**src/rtl/bqvc_pkg.sv**
```systemverilog
package bqvc_pkg;

   // defaults for the top level parameters
   localparam int STACK_DEPTH_DEFAULT = 16;
   localparam int POS_WIDTH_DEFAULT   = 16;

   // entries in the queue between scanner and result stage
   localparam int QUEUE_DEPTH = 4;

   // characters the scanner reacts to
   localparam logic [7:0] CH_TAB     = 8'h09;
   localparam logic [7:0] CH_LF      = 8'h0A;
   localparam logic [7:0] CH_VT      = 8'h0B;
   localparam logic [7:0] CH_FF      = 8'h0C;
   localparam logic [7:0] CH_CR      = 8'h0D;
   localparam logic [7:0] CH_SPACE   = 8'h20;
   localparam logic [7:0] CH_DQUOTE  = 8'h22;
   localparam logic [7:0] CH_SQUOTE  = 8'h27;
   localparam logic [7:0] CH_LPAREN  = 8'h28;
   localparam logic [7:0] CH_RPAREN  = 8'h29;
   localparam logic [7:0] CH_STAR    = 8'h2A;
   localparam logic [7:0] CH_SLASH   = 8'h2F;
   localparam logic [7:0] CH_SEMI    = 8'h3B;
   localparam logic [7:0] CH_LBRACK  = 8'h5B;
   localparam logic [7:0] CH_BSLASH  = 8'h5C;
   localparam logic [7:0] CH_RBRACK  = 8'h5D;
   localparam logic [7:0] CH_LBRACE  = 8'h7B;
   localparam logic [7:0] CH_RBRACE  = 8'h7D;

   typedef enum logic [3:0] {
      ERR_NONE      = 4'd0,
      ERR_UNM_PAREN = 4'd1,
      ERR_UNM_BRACK = 4'd2,
      ERR_UNM_BRACE = 4'd3,
      ERR_EXP_PAREN = 4'd4,
      ERR_EXP_BRACK = 4'd5,
      ERR_EXP_BRACE = 4'd6,
      ERR_OPEN_STR  = 4'd7,
      ERR_OPEN_CMT  = 4'd8,
      ERR_OVERFLOW  = 4'd9
   } err_type;

   typedef enum logic [1:0] {
      KIND_PAREN = 2'd0,
      KIND_BRACK = 2'd1,
      KIND_BRACE = 2'd2
   } kind_type;

   // string mode, one-hot
   typedef enum logic [2:0] {
      QM_NONE   = 3'b001,
      QM_DOUBLE = 3'b010,
      QM_SINGLE = 3'b100
   } quote_type;

   // pending lookahead, one-hot
   typedef enum logic [6:0] {
      LA_NONE  = 7'b0000001,
      LA_SLASH = 7'b0000010,
      LA_LINE  = 7'b0000100,
      LA_BLOCK = 7'b0001000,
      LA_STAR  = 7'b0010000,
      LA_QUOTE = 7'b0100000,
      LA_ESC   = 7'b1000000
   } la_type;

   typedef struct packed {
      logic        has_byte;
      logic [7:0]  value_byte;
      logic        terminated;
      logic [3:0]  error_code;
      logic [15:0] error_pos;
      logic [15:0] error_len;
   } rec_type;

   // results caused by one input byte, one or two
   typedef struct packed {
      logic    dual;
      rec_type first;
      rec_type second;
   } entry_type;

   typedef struct packed {
      logic stack_empty;
      logic in_string;
      logic pending;
   } front_stat_type;

   function automatic kind_type char_kind(input logic [7:0] b);
      kind_type k;
      case (b)
         CH_LPAREN, CH_RPAREN: k = KIND_PAREN;
         CH_LBRACK, CH_RBRACK: k = KIND_BRACK;
         default:              k = KIND_BRACE;
      endcase
      return k;
   endfunction

   function automatic err_type unmatched_code(input kind_type k);
      err_type e;
      case (k)
         KIND_PAREN: e = ERR_UNM_PAREN;
         KIND_BRACK: e = ERR_UNM_BRACK;
         default:    e = ERR_UNM_BRACE;
      endcase
      return e;
   endfunction

   function automatic err_type expected_code(input kind_type k);
      err_type e;
      case (k)
         KIND_PAREN: e = ERR_EXP_PAREN;
         KIND_BRACK: e = ERR_EXP_BRACK;
         default:    e = ERR_EXP_BRACE;
      endcase
      return e;
   endfunction

endpackage

```
**src/rtl/bqvc_if.sv**
```systemverilog
// input byte channel
interface bqvc_req_if;
   logic       valid;
   logic       ready;
   logic [7:0] text_byte;
   logic       end_of_text;

   modport source (output valid, output text_byte, output end_of_text, input ready);
   modport sink (input valid, input text_byte, input end_of_text, output ready);
endinterface

// result channel
interface bqvc_rsp_if;
   logic        valid;
   logic        ready;
   logic        has_byte;
   logic [7:0]  value_byte;
   logic        terminated;
   logic [3:0]  error_code;
   logic [15:0] error_pos;
   logic [15:0] error_len;
   logic        last_result;

   modport source (output valid, output has_byte, output value_byte, output terminated,
                   output error_code, output error_pos, output error_len,
                   output last_result, input ready);
   modport sink (input valid, input has_byte, input value_byte, input terminated,
                 input error_code, input error_pos, input error_len,
                 input last_result, output ready);
endinterface

// configuration write channel
interface bqvc_csr_if;
   logic valid;
   logic ready;
   logic at_mode;

   modport source (output valid, output at_mode, input ready);
   modport sink (input valid, input at_mode, output ready);
endinterface

```
**src/rtl/bqvc_ram.sv**
```systemverilog
module bqvc_ram #(
   parameter int WIDTH = 18,
   parameter int DEPTH = 16,
   localparam int AW = $clog2(DEPTH)
) (
   input  logic             clock,
   input  logic             wr_en,
   input  logic [AW-1:0]    wr_addr,
   input  logic [WIDTH-1:0] wr_data,
   input  logic [AW-1:0]    rd_addr,
   output logic [WIDTH-1:0] rd_data
);

   logic [WIDTH-1:0] mem_ff [DEPTH];
   logic [WIDTH-1:0] rd_data_ff;

   // one write port, one registered read port
   always_ff @(posedge clock) begin
      if (wr_en) begin
         mem_ff[wr_addr] <= wr_data;
      end
      rd_data_ff <= mem_ff[rd_addr];
   end

   assign rd_data = rd_data_ff;

endmodule

```
**src/rtl/bqvc_front.sv**
```systemverilog
module bqvc_front import bqvc_pkg::*; #(
   parameter int STACK_DEPTH = STACK_DEPTH_DEFAULT,
   parameter int POS_WIDTH   = POS_WIDTH_DEFAULT
) (
   input  logic           clock,
   input  logic           reset,
   input  logic           at_mode,
   input  logic           accept,
   input  logic [7:0]     text_byte,
   input  logic           end_of_text,
   output logic           push,
   output entry_type      entry,
   output front_stat_type stat
);

   localparam int PW = POS_WIDTH;
   localparam int DW = $clog2(STACK_DEPTH + 1);
   localparam int AW = $clog2(STACK_DEPTH);
   localparam int EW = 2 + PW;

   // scan state
   logic [DW-1:0] depth_ff, depth_in;
   quote_type     quote_ff, quote_in;
   logic [PW-1:0] qstart_ff, qstart_in;
   la_type        la_ff, la_in;
   logic [PW-1:0] off_ff, off_in;
   kind_type      top_kind_ff, top_kind_in;
   logic [PW-1:0] top_pos_ff, top_pos_in;
   logic          fwd_ff, fwd_in;
   logic [EW-1:0] fwd_data_ff;

   // stack memory below the top entry
   logic          ram_we;
   logic [AW-1:0] ram_waddr, ram_raddr;
   logic [EW-1:0] ram_wdata, ram_rdata;
   logic [DW-1:0] depth_m1, depth_m2;
   logic [EW-1:0] below_data;
   kind_type      below_kind;
   logic [PW-1:0] below_pos;

   logic          depth_zero, depth_full;
   logic [PW-1:0] off_inc;
   quote_type     qm_eff;
   kind_type      b_kind;

   // plain byte handling
   logic          p_emit, p_clear, p_empty, p_push, p_pop;
   rec_type       p_rec;
   quote_type     p_quote;
   logic [PW-1:0] p_qstart;
   la_type        p_la;
   logic [PW-1:0] p_off;

   logic          use_plain, do_push;
   logic          a_valid, b_valid;
   rec_type       a_rec, b_rec;

   assign depth_zero = (depth_ff == '0);
   assign depth_full = (depth_ff >= DW'(STACK_DEPTH));
   assign off_inc    = off_ff + PW'(1);
   assign qm_eff     = (la_ff == LA_QUOTE) ? QM_NONE : quote_ff;
   assign b_kind     = char_kind(text_byte);

   // entry just below the top, with bypass of a same-cycle write
   assign below_data = fwd_ff ? fwd_data_ff : ram_rdata;
   assign below_kind = kind_type'(below_data[EW-1 -: 2]);
   assign below_pos  = below_data[PW-1:0];

   // byte with no lookahead pending
   always_comb begin
      p_emit   = 1'b1;
      p_clear  = 1'b0;
      p_empty  = 1'b0;
      p_push   = 1'b0;
      p_pop    = 1'b0;
      p_rec    = '0;
      p_quote  = qm_eff;
      p_qstart = qstart_ff;
      p_la     = LA_NONE;
      p_off    = off_ff;
      if (qm_eff == QM_NONE && depth_zero &&
          ((text_byte inside {CH_SPACE, CH_TAB, CH_LF, CH_VT, CH_FF, CH_CR}) ||
           (text_byte == CH_RBRACK && !at_mode))) begin
         p_clear = 1'b1;
         p_rec.terminated = 1'b1;
      end else if (qm_eff == QM_NONE && text_byte == CH_SLASH) begin
         p_emit = 1'b0;
         p_la   = LA_SLASH;
         p_off  = off_inc;
      end else begin
         p_off = off_inc;
         p_rec.has_byte   = 1'b1;
         p_rec.value_byte = text_byte;
         case (qm_eff)
            QM_SINGLE: begin
               if (text_byte == CH_BSLASH) begin
                  p_la = LA_ESC;
               end else if (text_byte == CH_SQUOTE) begin
                  p_quote = QM_NONE;
               end
            end
            QM_DOUBLE: begin
               if (text_byte == CH_DQUOTE) begin
                  p_la = LA_QUOTE;
               end
            end
            default: begin
               if (text_byte == CH_DQUOTE || text_byte == CH_SQUOTE) begin
                  p_quote  = (text_byte == CH_DQUOTE) ? QM_DOUBLE : QM_SINGLE;
                  p_qstart = off_ff;
               end else if (text_byte inside {CH_LPAREN, CH_LBRACK, CH_LBRACE}) begin
                  if (depth_full) begin
                     p_rec.error_code = ERR_OVERFLOW;
                     p_rec.error_pos  = 16'(off_ff);
                     p_rec.error_len  = 16'd1;
                  end else begin
                     p_push = 1'b1;
                  end
               end else if (text_byte inside {CH_RPAREN, CH_RBRACK, CH_RBRACE}) begin
                  if (depth_zero) begin
                     p_rec.error_code = unmatched_code(b_kind);
                     p_rec.error_pos  = 16'(off_ff);
                     p_rec.error_len  = 16'd1;
                  end else if (top_kind_ff == b_kind) begin
                     p_pop = 1'b1;
                  end else begin
                     p_rec.error_code = expected_code(top_kind_ff);
                     p_rec.error_pos  = 16'(off_ff);
                     p_rec.error_len  = 16'd1;
                  end
               end else if (text_byte == CH_SEMI && !depth_zero) begin
                  p_rec.error_code = expected_code(top_kind_ff);
                  p_rec.error_pos  = 16'(off_ff);
                  p_rec.error_len  = 16'd1;
                  p_empty = 1'b1;
               end
            end
         endcase
      end
   end

   // lookahead dispatch, end of text and next state
   always_comb begin
      depth_in    = depth_ff;
      quote_in    = quote_ff;
      qstart_in   = qstart_ff;
      la_in       = la_ff;
      off_in      = off_ff;
      top_kind_in = top_kind_ff;
      top_pos_in  = top_pos_ff;
      use_plain   = 1'b0;
      do_push     = 1'b0;
      a_valid     = 1'b0;
      a_rec       = '0;
      b_valid     = 1'b0;
      b_rec       = '0;
      if (accept) begin
         if (end_of_text) begin
            if (la_ff == LA_SLASH) begin
               a_valid = 1'b1;
               a_rec.has_byte   = 1'b1;
               a_rec.value_byte = CH_SLASH;
            end else if (la_ff == LA_BLOCK || la_ff == LA_STAR) begin
               a_valid = 1'b1;
               a_rec.error_code = ERR_OPEN_CMT;
               a_rec.error_pos  = 16'(off_ff - PW'(2));
               a_rec.error_len  = 16'd1;
            end
            if (qm_eff != QM_NONE) begin
               b_valid = 1'b1;
               b_rec.error_code = ERR_OPEN_STR;
               b_rec.error_pos  = 16'(qstart_ff);
               b_rec.error_len  = 16'(off_ff - qstart_ff);
            end else if (!depth_zero) begin
               b_valid = 1'b1;
               b_rec.error_code = expected_code(top_kind_ff);
               b_rec.error_pos  = 16'(top_pos_ff);
               b_rec.error_len  = 16'(off_ff - top_pos_ff);
            end
            depth_in  = '0;
            quote_in  = QM_NONE;
            qstart_in = '0;
            la_in     = LA_NONE;
            off_in    = '0;
         end else begin
            case (la_ff)
               LA_SLASH: begin
                  if (text_byte == CH_SLASH || text_byte == CH_STAR) begin
                     la_in  = (text_byte == CH_SLASH) ? LA_LINE : LA_BLOCK;
                     off_in = off_inc;
                  end else begin
                     // lone slash goes out ahead of this byte
                     a_valid = 1'b1;
                     a_rec.has_byte   = 1'b1;
                     a_rec.value_byte = CH_SLASH;
                     use_plain = 1'b1;
                  end
               end
               LA_LINE: begin
                  if (text_byte == CH_LF || text_byte == CH_CR) begin
                     use_plain = 1'b1;
                  end else begin
                     off_in = off_inc;
                  end
               end
               LA_BLOCK, LA_STAR: begin
                  off_in = off_inc;
                  if (text_byte == CH_STAR) begin
                     la_in = LA_STAR;
                  end else if (la_ff == LA_STAR && text_byte == CH_SLASH) begin
                     la_in = LA_NONE;
                  end else begin
                     la_in = LA_BLOCK;
                  end
               end
               LA_QUOTE: begin
                  if (text_byte == CH_DQUOTE) begin
                     la_in  = LA_NONE;
                     off_in = off_inc;
                     b_valid = 1'b1;
                     b_rec.has_byte   = 1'b1;
                     b_rec.value_byte = text_byte;
                  end else begin
                     use_plain = 1'b1;
                  end
               end
               LA_ESC: begin
                  la_in  = LA_NONE;
                  off_in = off_inc;
                  b_valid = 1'b1;
                  b_rec.has_byte   = 1'b1;
                  b_rec.value_byte = text_byte;
               end
               default: begin
                  use_plain = 1'b1;
               end
            endcase
         end
         if (use_plain) begin
            b_valid   = p_emit;
            b_rec     = p_rec;
            quote_in  = p_quote;
            qstart_in = p_qstart;
            la_in     = p_la;
            off_in    = p_off;
            if (p_clear) begin
               depth_in  = '0;
               quote_in  = QM_NONE;
               qstart_in = '0;
               la_in     = LA_NONE;
               off_in    = '0;
            end else if (p_empty) begin
               depth_in = '0;
            end else if (p_push) begin
               do_push     = 1'b1;
               depth_in    = depth_ff + DW'(1);
               top_kind_in = b_kind;
               top_pos_in  = off_ff;
            end else if (p_pop) begin
               depth_in    = depth_ff - DW'(1);
               top_kind_in = below_kind;
               top_pos_in  = below_pos;
            end
         end
      end
   end

   // pack results for the queue
   always_comb begin
      push         = a_valid || b_valid;
      entry.dual   = a_valid && b_valid;
      entry.first  = a_valid ? a_rec : b_rec;
      entry.second = b_rec;
   end

   // old top goes to memory on push, reads track the entry below the new top
   assign depth_m1  = depth_ff - DW'(1);
   assign depth_m2  = depth_in - DW'(2);
   assign ram_we    = do_push && !depth_zero;
   assign ram_waddr = depth_m1[AW-1:0];
   assign ram_wdata = {top_kind_ff, top_pos_ff};
   assign ram_raddr = depth_m2[AW-1:0];
   assign fwd_in    = ram_we && (ram_waddr == ram_raddr);

   bqvc_ram #(
      .WIDTH (EW),
      .DEPTH (STACK_DEPTH)
   ) u_stack_ram (
      .clock   (clock),
      .wr_en   (ram_we),
      .wr_addr (ram_waddr),
      .wr_data (ram_wdata),
      .rd_addr (ram_raddr),
      .rd_data (ram_rdata)
   );

   // control state
   always_ff @(posedge clock) begin
      if (reset) begin
         depth_ff  <= '0;
         quote_ff  <= QM_NONE;
         qstart_ff <= '0;
         la_ff     <= LA_NONE;
         off_ff    <= '0;
         fwd_ff    <= 1'b0;
      end else begin
         depth_ff  <= depth_in;
         quote_ff  <= quote_in;
         qstart_ff <= qstart_in;
         la_ff     <= la_in;
         off_ff    <= off_in;
         fwd_ff    <= fwd_in;
      end
   end

   // top of stack and bypass data
   always_ff @(posedge clock) begin
      top_kind_ff <= top_kind_in;
      top_pos_ff  <= top_pos_in;
      fwd_data_ff <= ram_wdata;
   end

   assign stat.stack_empty = depth_zero;
   assign stat.in_string   = (quote_ff != QM_NONE);
   assign stat.pending     = (la_ff != LA_NONE);

endmodule

```
**src/rtl/bqvc_queue.sv**
```systemverilog
module bqvc_queue import bqvc_pkg::*; #(
   parameter int DEPTH = QUEUE_DEPTH
) (
   input  logic      clock,
   input  logic      reset,
   input  logic      push,
   input  entry_type push_entry,
   input  logic      pop,
   output entry_type head,
   output logic      full,
   output logic      empty
);

   localparam int PTRW = (DEPTH > 1) ? $clog2(DEPTH) : 1;
   localparam int CW   = $clog2(DEPTH + 1);

   entry_type       slot_ff [DEPTH];
   logic [PTRW-1:0] wr_ptr_ff, wr_ptr_in;
   logic [PTRW-1:0] rd_ptr_ff, rd_ptr_in;
   logic [CW-1:0]   count_ff, count_in;

   assign full  = (count_ff == CW'(DEPTH));
   assign empty = (count_ff == '0);
   assign head  = slot_ff[rd_ptr_ff];

   // pointer and fill count update
   always_comb begin
      wr_ptr_in = wr_ptr_ff;
      rd_ptr_in = rd_ptr_ff;
      count_in  = count_ff;
      if (push) begin
         wr_ptr_in = (wr_ptr_ff == PTRW'(DEPTH - 1)) ? '0 : wr_ptr_ff + PTRW'(1);
      end
      if (pop) begin
         rd_ptr_in = (rd_ptr_ff == PTRW'(DEPTH - 1)) ? '0 : rd_ptr_ff + PTRW'(1);
      end
      if (push && !pop) begin
         count_in = count_ff + CW'(1);
      end else if (pop && !push) begin
         count_in = count_ff - CW'(1);
      end
   end

   always_ff @(posedge clock) begin
      if (reset) begin
         wr_ptr_ff <= '0;
         rd_ptr_ff <= '0;
         count_ff  <= '0;
      end else begin
         wr_ptr_ff <= wr_ptr_in;
         rd_ptr_ff <= rd_ptr_in;
         count_ff  <= count_in;
      end
   end

   // entry storage
   always_ff @(posedge clock) begin
      if (push) begin
         slot_ff[wr_ptr_ff] <= push_entry;
      end
   end

endmodule

```
**src/rtl/bqvc_back.sv**
```systemverilog
module bqvc_back import bqvc_pkg::*; (
   input  logic      clock,
   input  logic      reset,
   input  entry_type head,
   input  logic      empty,
   input  logic      out_ready,
   output logic      out_valid,
   output rec_type   out_rec,
   output logic      out_last,
   output logic      pop
);

   logic sel_ff, sel_in;
   logic beat;

   // walk the one or two results of the head entry
   assign out_valid = !empty;
   assign out_rec   = sel_ff ? head.second : head.first;
   assign out_last  = sel_ff || !head.dual;
   assign beat      = out_valid && out_ready;
   assign pop       = beat && out_last;

   always_comb begin
      sel_in = sel_ff;
      if (beat) begin
         sel_in = !out_last;
      end
   end

   always_ff @(posedge clock) begin
      if (reset) begin
         sel_ff <= 1'b0;
      end else begin
         sel_ff <= sel_in;
      end
   end

endmodule

```
**src/rtl/bracket_quote_value_checker_core.sv**
```systemverilog
// a byte's results enter the result queue at its beat and leave from the queue head
// throughput: one byte per cycle while the queue is not full; a byte's two results
// go out one after the other, and the queue lets input run on while results wait
// bytes inside comments or a pending slash give no result
// reset: synchronous, active high; clears scan state, queue and at_mode,
// the bracket stack memory is not cleared and needs no clearing pass
module bracket_quote_value_checker_core import bqvc_pkg::*; #(
   parameter int STACK_DEPTH = STACK_DEPTH_DEFAULT,
   parameter int POS_WIDTH   = POS_WIDTH_DEFAULT
) (
   input  logic        clock,
   input  logic        reset,
   bqvc_req_if.sink    req_if,
   bqvc_rsp_if.source  rsp_if,
   bqvc_csr_if.sink    csr_if
);

   logic           at_mode_ff, at_mode_in;
   logic           req_beat;
   logic           q_push, q_pop, q_full, q_empty;
   entry_type      q_in, q_head;
   front_stat_type front_stat;
   rec_type        out_rec;
   logic           out_valid, out_last;

   // configuration register
   assign csr_if.ready = 1'b1;
   assign at_mode_in   = (csr_if.valid && csr_if.ready) ? csr_if.at_mode : at_mode_ff;

   always_ff @(posedge clock) begin
      if (reset) begin
         at_mode_ff <= 1'b0;
      end else begin
         at_mode_ff <= at_mode_in;
      end
   end

   // input side
   assign req_if.ready = !q_full;
   assign req_beat     = req_if.valid && req_if.ready;

   bqvc_front #(
      .STACK_DEPTH (STACK_DEPTH),
      .POS_WIDTH   (POS_WIDTH)
   ) u_front (
      .clock       (clock),
      .reset       (reset),
      .at_mode     (at_mode_ff),
      .accept      (req_beat),
      .text_byte   (req_if.text_byte),
      .end_of_text (req_if.end_of_text),
      .push        (q_push),
      .entry       (q_in),
      .stat        (front_stat)
   );

   bqvc_queue u_queue (
      .clock      (clock),
      .reset      (reset),
      .push       (q_push),
      .push_entry (q_in),
      .pop        (q_pop),
      .head       (q_head),
      .full       (q_full),
      .empty      (q_empty)
   );

   bqvc_back u_back (
      .clock     (clock),
      .reset     (reset),
      .head      (q_head),
      .empty     (q_empty),
      .out_ready (rsp_if.ready),
      .out_valid (out_valid),
      .out_rec   (out_rec),
      .out_last  (out_last),
      .pop       (q_pop)
   );

   // output side
   assign rsp_if.valid       = out_valid;
   assign rsp_if.has_byte    = out_rec.has_byte;
   assign rsp_if.value_byte  = out_rec.value_byte;
   assign rsp_if.terminated  = out_rec.terminated;
   assign rsp_if.error_code  = out_rec.error_code;
   assign rsp_if.error_pos   = out_rec.error_pos;
   assign rsp_if.error_len   = out_rec.error_len;
   assign rsp_if.last_result = out_last;

   // end of text leaves a clean scanner
   assert property (@(posedge clock) disable iff (reset)
      (req_beat && req_if.end_of_text) |=>
         (front_stat.stack_empty && !front_stat.in_string && !front_stat.pending))
      else $error("scan state not cleared after end of text");

   // second result of a byte follows right after the first
   assert property (@(posedge clock) disable iff (reset)
      (rsp_if.valid && rsp_if.ready && !rsp_if.last_result) |=> rsp_if.valid)
      else $error("second result missing");

   // input stalls only while results are waiting
   assert property (@(posedge clock) disable iff (reset)
      !req_if.ready |-> rsp_if.valid)
      else $error("input stalled with no result pending");

   // a termination carries no byte and no error
   assert property (@(posedge clock) disable iff (reset)
      (rsp_if.valid && rsp_if.terminated) |->
         (!rsp_if.has_byte && rsp_if.error_code == ERR_NONE))
      else $error("termination result carries payload");

endmodule

```
**src/flat_wrapper.sv**
```systemverilog
// flat-port wrapper written by rule: the top's interface ports become plain ports
module bracket_quote_value_checker_core_flat import bqvc_pkg::*;
#(
   parameter int STACK_DEPTH = STACK_DEPTH_DEFAULT,
   parameter int POS_WIDTH   = POS_WIDTH_DEFAULT
)
  (clock, reset, req_if_valid, req_if_text_byte, req_if_end_of_text, req_if_ready, rsp_if_valid, rsp_if_has_byte, rsp_if_value_byte, rsp_if_terminated, rsp_if_error_code, rsp_if_error_pos, rsp_if_error_len, rsp_if_last_result, rsp_if_ready, csr_if_valid, csr_if_at_mode, csr_if_ready);
  bqvc_req_if req_if_i ();
  bqvc_rsp_if rsp_if_i ();
  bqvc_csr_if csr_if_i ();
  input  logic clock;
  input  logic reset;
  input wire logic [$bits(req_if_i.valid)-1:0] req_if_valid;
  input wire logic [$bits(req_if_i.text_byte)-1:0] req_if_text_byte;
  input wire logic [$bits(req_if_i.end_of_text)-1:0] req_if_end_of_text;
  output wire logic [$bits(req_if_i.ready)-1:0] req_if_ready;
  output wire logic [$bits(rsp_if_i.valid)-1:0] rsp_if_valid;
  output wire logic [$bits(rsp_if_i.has_byte)-1:0] rsp_if_has_byte;
  output wire logic [$bits(rsp_if_i.value_byte)-1:0] rsp_if_value_byte;
  output wire logic [$bits(rsp_if_i.terminated)-1:0] rsp_if_terminated;
  output wire logic [$bits(rsp_if_i.error_code)-1:0] rsp_if_error_code;
  output wire logic [$bits(rsp_if_i.error_pos)-1:0] rsp_if_error_pos;
  output wire logic [$bits(rsp_if_i.error_len)-1:0] rsp_if_error_len;
  output wire logic [$bits(rsp_if_i.last_result)-1:0] rsp_if_last_result;
  input wire logic [$bits(rsp_if_i.ready)-1:0] rsp_if_ready;
  input wire logic [$bits(csr_if_i.valid)-1:0] csr_if_valid;
  input wire logic [$bits(csr_if_i.at_mode)-1:0] csr_if_at_mode;
  output wire logic [$bits(csr_if_i.ready)-1:0] csr_if_ready;
  assign req_if_i.valid = req_if_valid;
  assign req_if_i.text_byte = req_if_text_byte;
  assign req_if_i.end_of_text = req_if_end_of_text;
  assign req_if_ready = req_if_i.ready;
  assign rsp_if_valid = rsp_if_i.valid;
  assign rsp_if_has_byte = rsp_if_i.has_byte;
  assign rsp_if_value_byte = rsp_if_i.value_byte;
  assign rsp_if_terminated = rsp_if_i.terminated;
  assign rsp_if_error_code = rsp_if_i.error_code;
  assign rsp_if_error_pos = rsp_if_i.error_pos;
  assign rsp_if_error_len = rsp_if_i.error_len;
  assign rsp_if_last_result = rsp_if_i.last_result;
  assign rsp_if_i.ready = rsp_if_ready;
  assign csr_if_i.valid = csr_if_valid;
  assign csr_if_i.at_mode = csr_if_at_mode;
  assign csr_if_ready = csr_if_i.ready;
  bracket_quote_value_checker_core #(.STACK_DEPTH(STACK_DEPTH), .POS_WIDTH(POS_WIDTH)) u_core (.clock(clock), .reset(reset), .req_if(req_if_i), .rsp_if(rsp_if_i), .csr_if(csr_if_i));
endmodule
```
**config.mk**
```make
export PLATFORM = sky130hd
export DESIGN_NAME = bracket_quote_value_checker_core_flat
export DESIGN_NICKNAME = d
export VERILOG_FILES = /design/src/rtl/bqvc_pkg.sv /design/src/rtl/bqvc_if.sv /design/src/rtl/bqvc_ram.sv /design/src/rtl/bqvc_front.sv /design/src/rtl/bqvc_queue.sv /design/src/rtl/bqvc_back.sv /design/src/rtl/bracket_quote_value_checker_core.sv /design/src/flat_wrapper.sv
export SDC_FILE = /design/constraint.sdc
export NUM_CORES = 1
export LEC_CHECK = 0
export BUFFER_PORTS_ARGS = -buffer_cell sky130_fd_sc_hd__buf_4
export CAP_MARGIN = 20
export CORE_AREA = 2 2 335 270
export DETAILED_ROUTE_END_ITERATION = 6
export DIE_AREA = 0 0 337 272
export PLACE_DENSITY_LB_ADDON = 0.12
export SYNTH_ARGS = -nofsm -noshare
export SYNTH_HDL_FRONTEND = slang
export SYNTH_HIERARCHICAL = 1
export SYNTH_SLANG_ARGS = --single-unit
```
**constraint.sdc**
```tcl
create_clock -name clock -period 16.3 [get_ports clock]
set_clock_uncertainty 0.1 [all_clocks]
set_input_delay 1.63 -clock clock [delete_from_list [all_inputs] [get_ports clock]]
set_output_delay 1.63 -clock clock [all_outputs]
set_load 0.01 [all_outputs]
```
# [Word level (Yosys, flattened, before mapping)]
# Memory sizes are Yosys's and may differ from the RTL's. A register that Yosys moved wholly into a read port is not among the register bits.
# Cells that the tools add are included.
# W data, S select, Z words.
[totals] ff_bits=93 ramBits=660 in_bits=15 out_inout_bits=50 elab_cells=266 n_memories=2
[op_classes] n_addsub=11 magnitude_cmp=1 eq_ne=42 n_mux=143 bitwise_logic=2 n_reduce_logical=51
[memory_table] memory="u_core.u_queue.slot_ff" words=4 word_bits=93 rd=1 rd_ports_with_merged_regs=1 wr=1 line="bqvc_queue.sv:17" source="entry_type slot_ff [DEPTH];"
[memory_table] memory="u_core.u_front.u_stack_ram.mem_ff" words=16 word_bits=18 rd=1 rd_ports_with_merged_regs=1 wr=1 line="bqvc_ram.sv:14" source="logic [WIDTH-1:0] mem_ff [DEPTH];"
[op_table] cell="$mux W36" count=16
[op_table] cell="$mux W16" count=16
[op_table] cell="$mux W46" count=4
[op_table] cell="$mux W9" count=9
[op_table] cell="$eq A8 B6 Y1 const B" count=8
[op_table] cell="$pmux W16 S4" count=1
[op_table] cell="$mux W7" count=8
[op_table] cell="$mux W1" count=49
[op_table] cell="$eq A8 B4 Y1 const B" count=5
[op_table] cell="$eq A8 B7 Y1 const B" count=5
[op_table] cell="$mux W5" count=8
[op_table] cell="$mux W3" count=12
[op_table] cell="$mux W35" count=1
[op_table] cell="$sub A16 B16 Y16" count=2
[op_table] cell="$pmux W7 S4" count=1
[op_table] cell="$mux W18" count=1
[op_table] cell="$pmux W9 S2" count=1
[op_table] cell="$reduce_bool A6 Y1" count=3
[op_table] cell="$add A16 B1 Y16 const B" count=1
[op_table] cell="$sub A16 B2 Y16 const B" count=1
[op_table] cell="$logic_and A1 B1 Y1" count=14
[op_table] cell="$pmux W7 S2" count=1
[op_table] cell="$mux W2" count=6
[op_table] cell="$ne A3 B3 Y1 const B" count=4
[op_table] cell="43 further kinds" count=73

# [Depth between registers and ports, before layout]
# Gate-level depths: netlist of run 1.
[depth] depth_word=21 ltp_mapped=18 depth_no_buf=18

# [Hierarchy]
# The synthesis of run 1 kept the hierarchy.
[by_module_without_submodules] mod="bqvc_queue" n_inst=1 cells_each=529 area_per_inst_um2=13858.3 seq_area_each_um2=11350.9
[by_module_without_submodules] mod="bqvc_ram" n_inst=1 cells_each=482 area_per_inst_um2=11322.1 seq_area_each_um2=9008.6
[by_module_without_submodules] mod="bqvc_front" n_inst=1 cells_each=1038 area_per_inst_um2=7358.3 seq_area_each_um2=1861.8
[by_module_without_submodules] mod="bqvc_back" n_inst=1 cells_each=59 area_per_inst_um2=753.2 seq_area_each_um2=20.0
[by_module_without_submodules] mod="bracket_quote_value_checker_core" n_inst=1 cells_each=7 area_per_inst_um2=55.1 seq_area_each_um2=20.0

# [Worst setup path after synthesis of run 1]
# OpenSTA, ideal clock, no wires.
[synth_path] path_kind="in2reg" start="input port req_if_text_byte[4]" end="memory u_core/u_queue/slot_ff[0][0] in the netlist's numbering, enable pin" setup_ps=462 t_arrival_ps=6181 required_time_ps=15738 slack_ps=9557 cell_stages=10 path_buffers=2 cell_sequence="or4b_1 > buf_2 > or4_1 > buf_2 > a222oi_1 > nand3_1 > nand3_1 > o22ai_1 > nand2_1 > and2_1"
[synth_via] elab_chain_cells=11 elab_cells_between_ends=36 cone_classes="eq/ne (10); mux (18); reduce/logical (8)"
[synth_lines] item="start: declaration" line="flat_wrapper.sv:14" source="input wire logic [$bits(req_if_i.text_byte)-1:0] req_if_text_byte;"
[synth_lines] item="$eq A8 B4 Y1, or another cell as far along" line="bqvc_front.sv:82, bqvc_front.sv:200"
[synth_lines] item="$logic_or A1 B1 Y1 (on tied branches)" line="bqvc_front.sv:200, bqvc_front.sv:188"
[synth_lines] item="$mux W1 (on tied branches)" line="bqvc_front.sv:200, bqvc_front.sv:188"
[synth_lines] item="$pmux W1 S4" line="bqvc_front.sv:186" source="case (la_ff)"
[synth_lines] item="$mux W1" line="bqvc_front.sv:158" source="if (end_of_text) begin"
[synth_lines] item="$mux W1" line="bqvc_front.sv:157" source="if (accept) begin"
[synth_lines] item="$mux W1" line="bqvc_front.sv:239" source="if (use_plain) begin"
[synth_lines] item="$mux W1" line="bqvc_front.sv:157"
[synth_lines] item="$logic_or A1 B1 Y1 (*)" line="bqvc_front.sv:270" source="push = a_valid || b_valid;"
[synth_lines] item="named net u_core.q_push" line="bracket_quote_value_checker_core.sv:20" source="logic q_push, q_pop, q_full, q_empty;"
[synth_lines] item="$mux W1 (*)" line="bqvc_queue.sv:58" source="if (push) begin"
[synth_lines] item="$mux W1 (implied by the code) (*)" line="bqvc_queue.sv:59" source="slot_ff[wr_ptr_ff] <= push_entry;"
[synth_lines] item="end: declaration" line="bqvc_queue.sv:17"
# Mark *: on every way through the listed nets, which the timed path passes. The rest lies on a longest branch. The select of a mux whose other input is x is not followed.

# [Worst setup path after layout of run 1]
[layout_path] start="input port req_if_text_byte[4]" end="register u_core.u_front.u_stack_ram.rd_data_ff[14], in the netlist u_core/u_front/u_stack_ram/rd_data[14] (read register of u_core.u_front.u_stack_ram.mem_ff)"
[layout_via] elab_chain_cells=19 elab_cells_between_ends=66 cone_classes="add/sub (1); eq/ne (18); mux (34); reduce/logical (13)"
[layout_lines] item="$eq A8 B7 Y1, or another cell as far along" line="bqvc_pkg.sv:91, bqvc_front.sv:83, bqvc_front.sv:119"
[layout_lines] item="$reduce_or A2 Y1" line="bqvc_pkg.sv:91" source="case (b)"
[layout_lines] item="$pmux W2 S2" line="bqvc_pkg.sv:91"
[layout_lines] item="$eq A2 B2 Y1" line="bqvc_front.sv:124" source="end else if (top_kind_ff == b_kind) begin"
[layout_lines] item="$mux W1" line="bqvc_front.sv:124"
[layout_lines] item="$mux W1" line="bqvc_front.sv:120" source="if (depth_zero) begin"
[layout_lines] item="$mux W1" line="bqvc_front.sv:119" source="end else if (text_byte inside {CH_RPAREN, CH_RBRACK, CH_RBRACE}) begin"
[layout_lines] item="$mux W1" line="bqvc_front.sv:111" source="end else if (text_byte inside {CH_LPAREN, CH_LBRACK, CH_LBRACE}) begin"
[layout_lines] item="[4 not listed]"
[layout_lines] item="$mux W5" line="bqvc_front.sv:259" source="end else if (p_pop) begin"
[layout_lines] item="$mux W5" line="bqvc_front.sv:254" source="end else if (p_push) begin"
[layout_lines] item="$mux W5" line="bqvc_front.sv:252" source="end else if (p_empty) begin"
[layout_lines] item="$mux W5" line="bqvc_front.sv:246" source="if (p_clear) begin"
[layout_lines] item="$mux W5 (*)" line="bqvc_front.sv:239"
[layout_lines] item="$mux W5 (*)" line="bqvc_front.sv:157"
[layout_lines] item="named net u_core.u_front.depth_in[0]" line="bqvc_front.sv:22" source="logic [DW-1:0] depth_ff, depth_in;"
[layout_lines] item="$sub A4 B2 Y4 (*)" line="bqvc_front.sv:278" source="assign depth_m2 = depth_in - DW'(2);"
[layout_lines] item="end: declaration" line="bqvc_ram.sv:15" source="logic [WIDTH-1:0] rd_data_ff;"
# Marked as above.
# A chain may end at the register's enable or synchronous reset.

==> run_results.csv, run 1 <==
group,metric,value,unit
cells_and_area,fin_nets,2240,
routing,vias,18660,
clocking,clk_latency,640,ps
run_status,outcome,"finished clean",
clocking,cts_resized,0,
cells_and_area,drive_gt1_share,21.0,%
worst_setup_path,worstRegToRegCells,16,
yosys,synth_fp_nets,2172,
global_route,grt_pass1_wl,122000,µm
routing,drt_iter0_markers,1607,
cells_and_area,regArea,22300,µm²
yosys,ys_warn_count,6,
routing,wl_per_cell,23.7,µm
floorplan,dieArea,91700,µm²
clocking,holdBufCountCts,0,
pwr,p_sw,1.11,mW
pwr,peakVddDrop,0.0786,mV
clocking,cts.path.max_buffers,3,
timing,rsz0062_at_grt,"false",
global_route,grt_pass1_vias,18713,
place,dp_cells,3294,
timing,finalMaxSlewViolations,0,
timing,tns,0,ps
worst_setup_path,start_kind,"input port",
place,hpwlAfterDp,48500,µm
global_route,antenna_found_initial,1,
yosys,synth.avg_cell_area,15.8,µm²
cells_and_area,fillers,7874,
clocking,cts-root-buf,"clkbuf_16",
clocking,cts.htree.levels,3,
routing,drt_pass1_iterations,5,
timing,setup_viol,0,
floorplan,die_h,272,µm
clocking,cts_made_buffers,80,
timing,period_share,42.1,%
routing,antenna_left,0,
worst_setup_path,r2r-end,"u_core/u_front/u_stack_ram/rd_data[14]$_DFF_P_",
timing,max_slew_margin,22.2,%
yosys,netlist_area,33300,µm²
run,cap_violations,0,
timing,post-route-min-period,6850,ps
worst_setup_path,critPathMaxFanout,47,
worst_hold_path,min-delay-start,"u_core/u_front/qstart_ff[5]$_SDFFE_PP0P_",
pwr,p_clk_share,39.7,%
clocking,path_clk_slew,60,ps
worst_hold_path,hold_path_depth,2,
yosys,synthCells,2112,
global_route,grt_overflow_total,0,
floorplan,ios,65,
pwr,seq_power_share,47.5,%
timing,worst_pin_slew,1160,ps
clocking,cts_tree,"done",
pwr,p_leak,12.7,nW
global_route,grtUsageTotal,17.9,%
floorplan,rows,98,
clocking,clock_sinks,773,
floorplan,coreArea,88700,µm²
worst_hold_path,hold_path_class,"reg -> reg",
routing,vias_per_cell,5.41,
routing,drc,0,
timing,hold_viol_final,0,
timing,fmax,146,MHz
pwr,p_comb_share,12.8,%
floorplan,initial_core_util,37.6,%
pwr,p_sw_share,23.6,%
worst_setup_path,crit_required,16720,ps
worst_setup_path,r2r-start,"u_core/u_front/depth_ff[0]$_SDFF_PP0_",
cells_and_area,diodes,0,
cells_and_area,syn2layout_area_growth,13.8,%
cells_and_area,multiInputGateArea,10300,µm²
floorplan,die_w,337,µm
worst_setup_path,r2r_slack,10530,ps
routing,drt_wl_total,81600,µm
place,portBuffers,63,
worst_setup_path,crit_type,"in -> reg",
worst_hold_path,hold_path_end,"u_core/u_front/qstart_ff[5]$_SDFFE_PP0P_",
global_route,grt_start_max_net_pins,61,
cells_and_area,final_cell_count_no_fill,3447,
worst_setup_path,worstPathArrival,7270,ps
clocking,post_cts_buffers,0,
worst_setup_path,endpoint_kind,"register",
pwr,power_density,124,nW/µm²
place,gp_congestion,0.843,
pwr,internal_power,3.61,mW
==> state kept, by name, summed over array words and instances (netlist names), 5 cells and up, named ones only <==
name and count:
u_core/u_front/la_ff 7, u_core/u_front/u_stack_ram/rd_data 18, u_core/u_front/top_pos_ff 16, u_core/u_front/fwd_data_ff 18
u_core/u_front/qstart_ff 16, u_core/u_queue/slot_ff 372, u_core/u_front/off_ff 16, u_core/u_front/u_stack_ram/mem_ff 288
u_core/u_front/depth_ff 5
==> cell usage in the layout (no fill, tap or decap), types with 35 or more instances in the layout <==
cell / n
mux4_2: 143
nor3_1: 35
nand2_1: 134
a22oi_1: 43
a21oi_1: 113
clkbuf_16: 82
xnor2_1: 35
nand3_1: 39
ha_1: 42
o21ai_0: 43
buf_4: 102
inv_1: 63
dfxtp_1: 92
nor2_1: 140
edfxtp_1: 678
==> worst max path at each step <==
stage | start | cells past startpoint | end | slack [ps]
2_1_floorplan | req_if_text_byte[4] | 10 | u_core/u_queue/slot_ff[0][0]$_DFFE_PP_ | 9560
3_3_place_gp | req_if_text_byte[4] | 14 | u_core/u_front/u_stack_ram/rd_data[12]$_DFF_P_ | 8920
3_5_place_dp | req_if_text_byte[4] | 14 | u_core/u_front/u_stack_ram/rd_data[13]$_DFF_P_ | 8830
4_1_cts | req_if_text_byte[4] | 14 | u_core/u_front/u_stack_ram/rd_data[14]$_DFF_P_ | 9500
5_1_grt | req_if_text_byte[4] | 14 | u_core/u_front/u_stack_ram/rd_data[13]$_DFF_P_ | 9170
6_report | req_if_text_byte[4] | 14 | u_core/u_front/u_stack_ram/rd_data[14]$_DFF_P_ | 9450
==> power by group through the flow <==
stage	Combinational [mW]	Sequential (mW)	Clock (mW)
after floorplan	0.421	2.27	0
after global placement	0.611	2.28	0
after detailed placement	0.611	2.28	0
after CTS	0.614	2.24	1.93
after global routing	0.651	2.25	2.00
final	0.603	2.24	1.88
==> stage by stage <==
step | worst slack [ps] | hold WS (ps) | cell area [µm²] | total power [mW] | utilization, %
after CTS | 9500 | 370 | 37900 | 4.79 | 42.7
final | 9450 | 370 | 37900 | 4.72 | 42.8
after global routing | 9170 | 394 | 37900 | 4.90 | 42.8
after global placement | 8920 | 354 | 35100 | 2.89 | 39.6
after floorplan | 9560 | 345 | 33300 | 2.69 | -
after detailed placement | 8830 | 361 | 35100 | 2.89 | 39.6
==> final cells by class <==
cell class	count	area share (%)
clock buffers	107	5.87
clock inverters	42	1.34
inverters	65	0.643
multi-input cells	1154	27.3
flip-flops and latches	773	58.7
well taps	1200	3.96
repair buffers	106	2.18
==> worst max-delay path, stage by stage <==
cell and delay, ps:
buf_4 150, nor4b_1 970, nand4_1 240, a222oi_1 790, a31o_2 460, or3_1 270, a21o_1 210, o211ai_1 160
o21ai_4 90, buf_4 740, buf_4 600, mux4_1 630, a22oi_1 210, nand2_1 80
==> per-layer routing <==
layer	GRT usage, %	vias up	share of wire (%)
li1	-	8390	-
met1	25.9	9615	46
met2	27.5	553	45
met3	3.44	102	6.2
met4	5.03	0	2.3
met5	0	-	0
No activity file was read; power rests on OpenSTA's default activity.
==> run 2: changes to the inputs <==
--- a/config.mk
+++ b/config.mk
@@ -5,11 +5,12 @@
 export SDC_FILE = /design/constraint.sdc
 export NUM_CORES = 1
 export LEC_CHECK = 0
+export ABC_AREA = 1
 export BUFFER_PORTS_ARGS = -buffer_cell sky130_fd_sc_hd__buf_4
 export CAP_MARGIN = 20
-export CORE_AREA = 2 2 335 270
+export CORE_AREA = 2 2 347 280
 export DETAILED_ROUTE_END_ITERATION = 6
-export DIE_AREA = 0 0 337 272
+export DIE_AREA = 0 0 349 282
 export PLACE_DENSITY_LB_ADDON = 0.12
 export SYNTH_ARGS = -nofsm -noshare
 export SYNTH_HDL_FRONTEND = slang
==> constraint.sdc (replaced) <==
create_clock -name clock -period 5.9 [get_ports clock]
set_clock_uncertainty 0.1 [all_clocks]
set_input_delay 0.59 -clock clock [delete_from_list [all_inputs] [get_ports clock]]
set_output_delay 0.59 -clock clock [all_outputs]
set_load 0.01 [all_outputs]
==> run 2 against run 1 <==
Power rose to 3.3 times the previous value; critical endpoint is now u_core/u_front/u_stack_ram/rd_data[12]$_DFF_P_; wire length is 20% higher; global-route usage rose by 2.1 points; critical path type is now reg -> reg; area after synthesis up 7.4%.
==> run_results.csv, run 2 <==
group,metric,value,unit
cells_and_area,top_regs,"u_core/u_queue/slot_ff: 372 flops, u_core/u_front/u_stack_ram/mem_ff: 288 flops",
pwr,peakVddDrop,0.234,mV
cells_and_area,drive_gt1_share,12.5,%
worst_setup_path,cpPeakStageDelay,820,ps
timing,setup_viol,0,
worst_setup_path,critical_path_buf_inv_count,5,
worst_setup_path,cpMaxStageDelayCell,"buf_4",
global_route,grtUsageTotal,20.0,%
routing,drt_wl_total,97800,µm
place,hpwlAfterDp,60200,µm
pwr,p_leak,15.8,nW
worst_setup_path,worst_path_most_repeated_cell,"nand3_1",
timing,fmax,214,MHz
timing,worst_pin_slew,1030,ps
clocking,clock_sinks,773,
routing,drt_pass1_iterations,6,
cells_and_area,syn2layout_area_growth,12.5,%
cells_and_area,final_util,42.5,%
cells_and_area,mostFrequentLayoutCell,"nand2_1",
worst_setup_path,crit_required,6320,ps
timing,finalMaxSlewViolations,0,
timing,hold_viol_final,0,
cells_and_area,fin_nets,3593,
timing,tns,0,ps
cells_and_area,most-common-layout-cells,"nand2_1 (757), edfxtp_1 (678), inv_1 (398)",
floorplan,rows,101,
place,dpl_worst_slack,844,ps
timing,rsz0062_at_grt,"false",
clocking,cts-root-buf,"clkbuf_16",
worst_setup_path,critPathMaxFanout,74,
worst_setup_path,crit_family,"buffers and inverters",
clocking,cts.path.max_buffers,3,
timing,max_slew_margin,30.9,%
run_status,outcome,"finished clean",
pwr,power_density,392,nW/µm²
timing,post-route-min-period,4660,ps
global_route,grt_pass1_wl,150000,µm
worst_setup_path,crit_type,"reg -> reg",
clocking,cts_tree,"done",
yosys,netlist_area,35800,µm²
floorplan,dieArea,98400,µm²
floorplan,die_h,282,µm
routing,drt_iter0_markers,2268,
routing,vias,24608,
floorplan,coreArea,94700,µm²
clocking,post_cts_buffers,0,
place,portBuffers,63,
routing,antenna_left,0,
timing,period_share,79.0,%
yosys,synth_fp_nets,3557,
run,cap_violations,0,
clocking,cts_resized,0,
floorplan,initial_core_util,37.8,%
global_route,grt_overflow_total,0,
cells_and_area,largest_reg_flops,372,
worst_setup_path,start_kind,"register",
yosys,ys_warn_count,6,
clocking,path_clk_slew,60,ps
cells_and_area,max_flop_register,"u_core/u_queue/slot_ff",
clocking,holdBufCountCts,0,
clocking,cts_made_buffers,83,
timing,worst_slack,1240,ps
yosys,synthCells,3497,
routing,drc,0,
global_route,antenna_found_initial,1,
yosys,synth.avg_cell_area,10.2,µm²
worst_setup_path,crit_chain,"inv_1 > ha_1 > nand3_1 > nor2_4 > inv_1 > nor2_2 > nand2_2 > nand3_1 > nor2_2 > nand2_1 > nor3_1 > o21ai_0 > o311ai_4 > buf_4 > inv_2 > buf_4 > nand3_1 > nand3_1 > nand3_1 > nand2_1",
floorplan,ios,65,
global_route,grt_start_max_net_pins,153,
place,gp_congestion,0.878,
floorplan,die_w,349,µm
global_route,grt_pass1_vias,23753,
clocking,clk_latency,650,ps
worst_setup_path,endpoint_kind,"register",
routing,vias_per_cell,5.08,
worst_setup_path,worstPathArrival,5090,ps
clocking,cts.htree.levels,3,
routing,wl_per_cell,20.2,µm
worst_hold_path,hold_path_class,"in -> reg",
-- run 2: worst register-to-register path: stages, from the launching register on --
cell	delay, ps
dfxtp_1	380
inv_1	160
ha_1	260
nand3_1	160
nor2_4	90
inv_1	200
nor2_2	110
nand2_2	170
nand3_1	120
nor2_2	150
nand2_1	120
nor3_1	130
o21ai_0	150
o311ai_4	110
buf_4	820
inv_2	580
buf_4	390
nand3_1	120
nand3_1	70
nand3_1	100
nand2_1	60
-- run 2: stage by stage --
| step | power, mW | hold slack (ps) | area [µm²] | instances |
|---|---|---|---|---|
| 2_1_floorplan | 9.33 | 334 | 35800 | 3497 |
| 3_3_place_gp | 10.7 | 350 | 37400 | 4680 |
| 3_5_place_dp | 10.6 | 362 | 37400 | 4681 |
| 4_1_cts | 16.0 | 57.7 | 40200 | 4836 |
| 5_1_grt | 16.6 | 78.3 | 40200 | 4840 |
| 6_report | 15.8 | 93.1 | 40200 | 4840 |
-- run 2: per-layer routing --
| metal | share of wire [%] | global-route usage, % |
|---|---|---|
| met1 | 49 | 29.7 |
| met2 | 44 | 30.7 |
| met3 | 5.0 | 3.25 |
| met4 | 1.8 | 4.21 |
| met5 | 0 | 0 |
-- run 2: final timing paths --
kind	cells after the start	slack, ps	start	end
max	20	1240	u_core/u_front/depth_ff[0]$_SDFF_PP0_	u_core/u_front/u_stack_ram/rd_data[12]$_DFF_P_
max reg2reg	20	1240	u_core/u_front/depth_ff[0]$_SDFF_PP0_	u_core/u_front/u_stack_ram/rd_data[12]$_DFF_P_
min	3	90	csr_if_valid	u_core/at_mode_ff$_SDFFE_PP0P_
min reg2reg	2	370	u_core/u_front/la_ff[1]$_SDFFE_PP0P_	u_core/u_front/la_ff[1]$_SDFFE_PP0P_
-- run 2: final cells by class --
cell class              count  area (µm²)
fillers                  9035       54400
flip-flops and latches    773       22300
multi-input cells        2122       10900
clock buffers             122        2380
inverters                 428        1630
well taps                1236        1550
repair buffers            125        1140
clock inverters            33         387
diodes                      1        2.50
-- run 2: where the power goes --
part / internal [mW] / switching, mW
sequential: 6.33 / 0.167
clock: 3.12 / 2.18
combinational: 1.31 / 2.67
total: 10.8 / 5.02
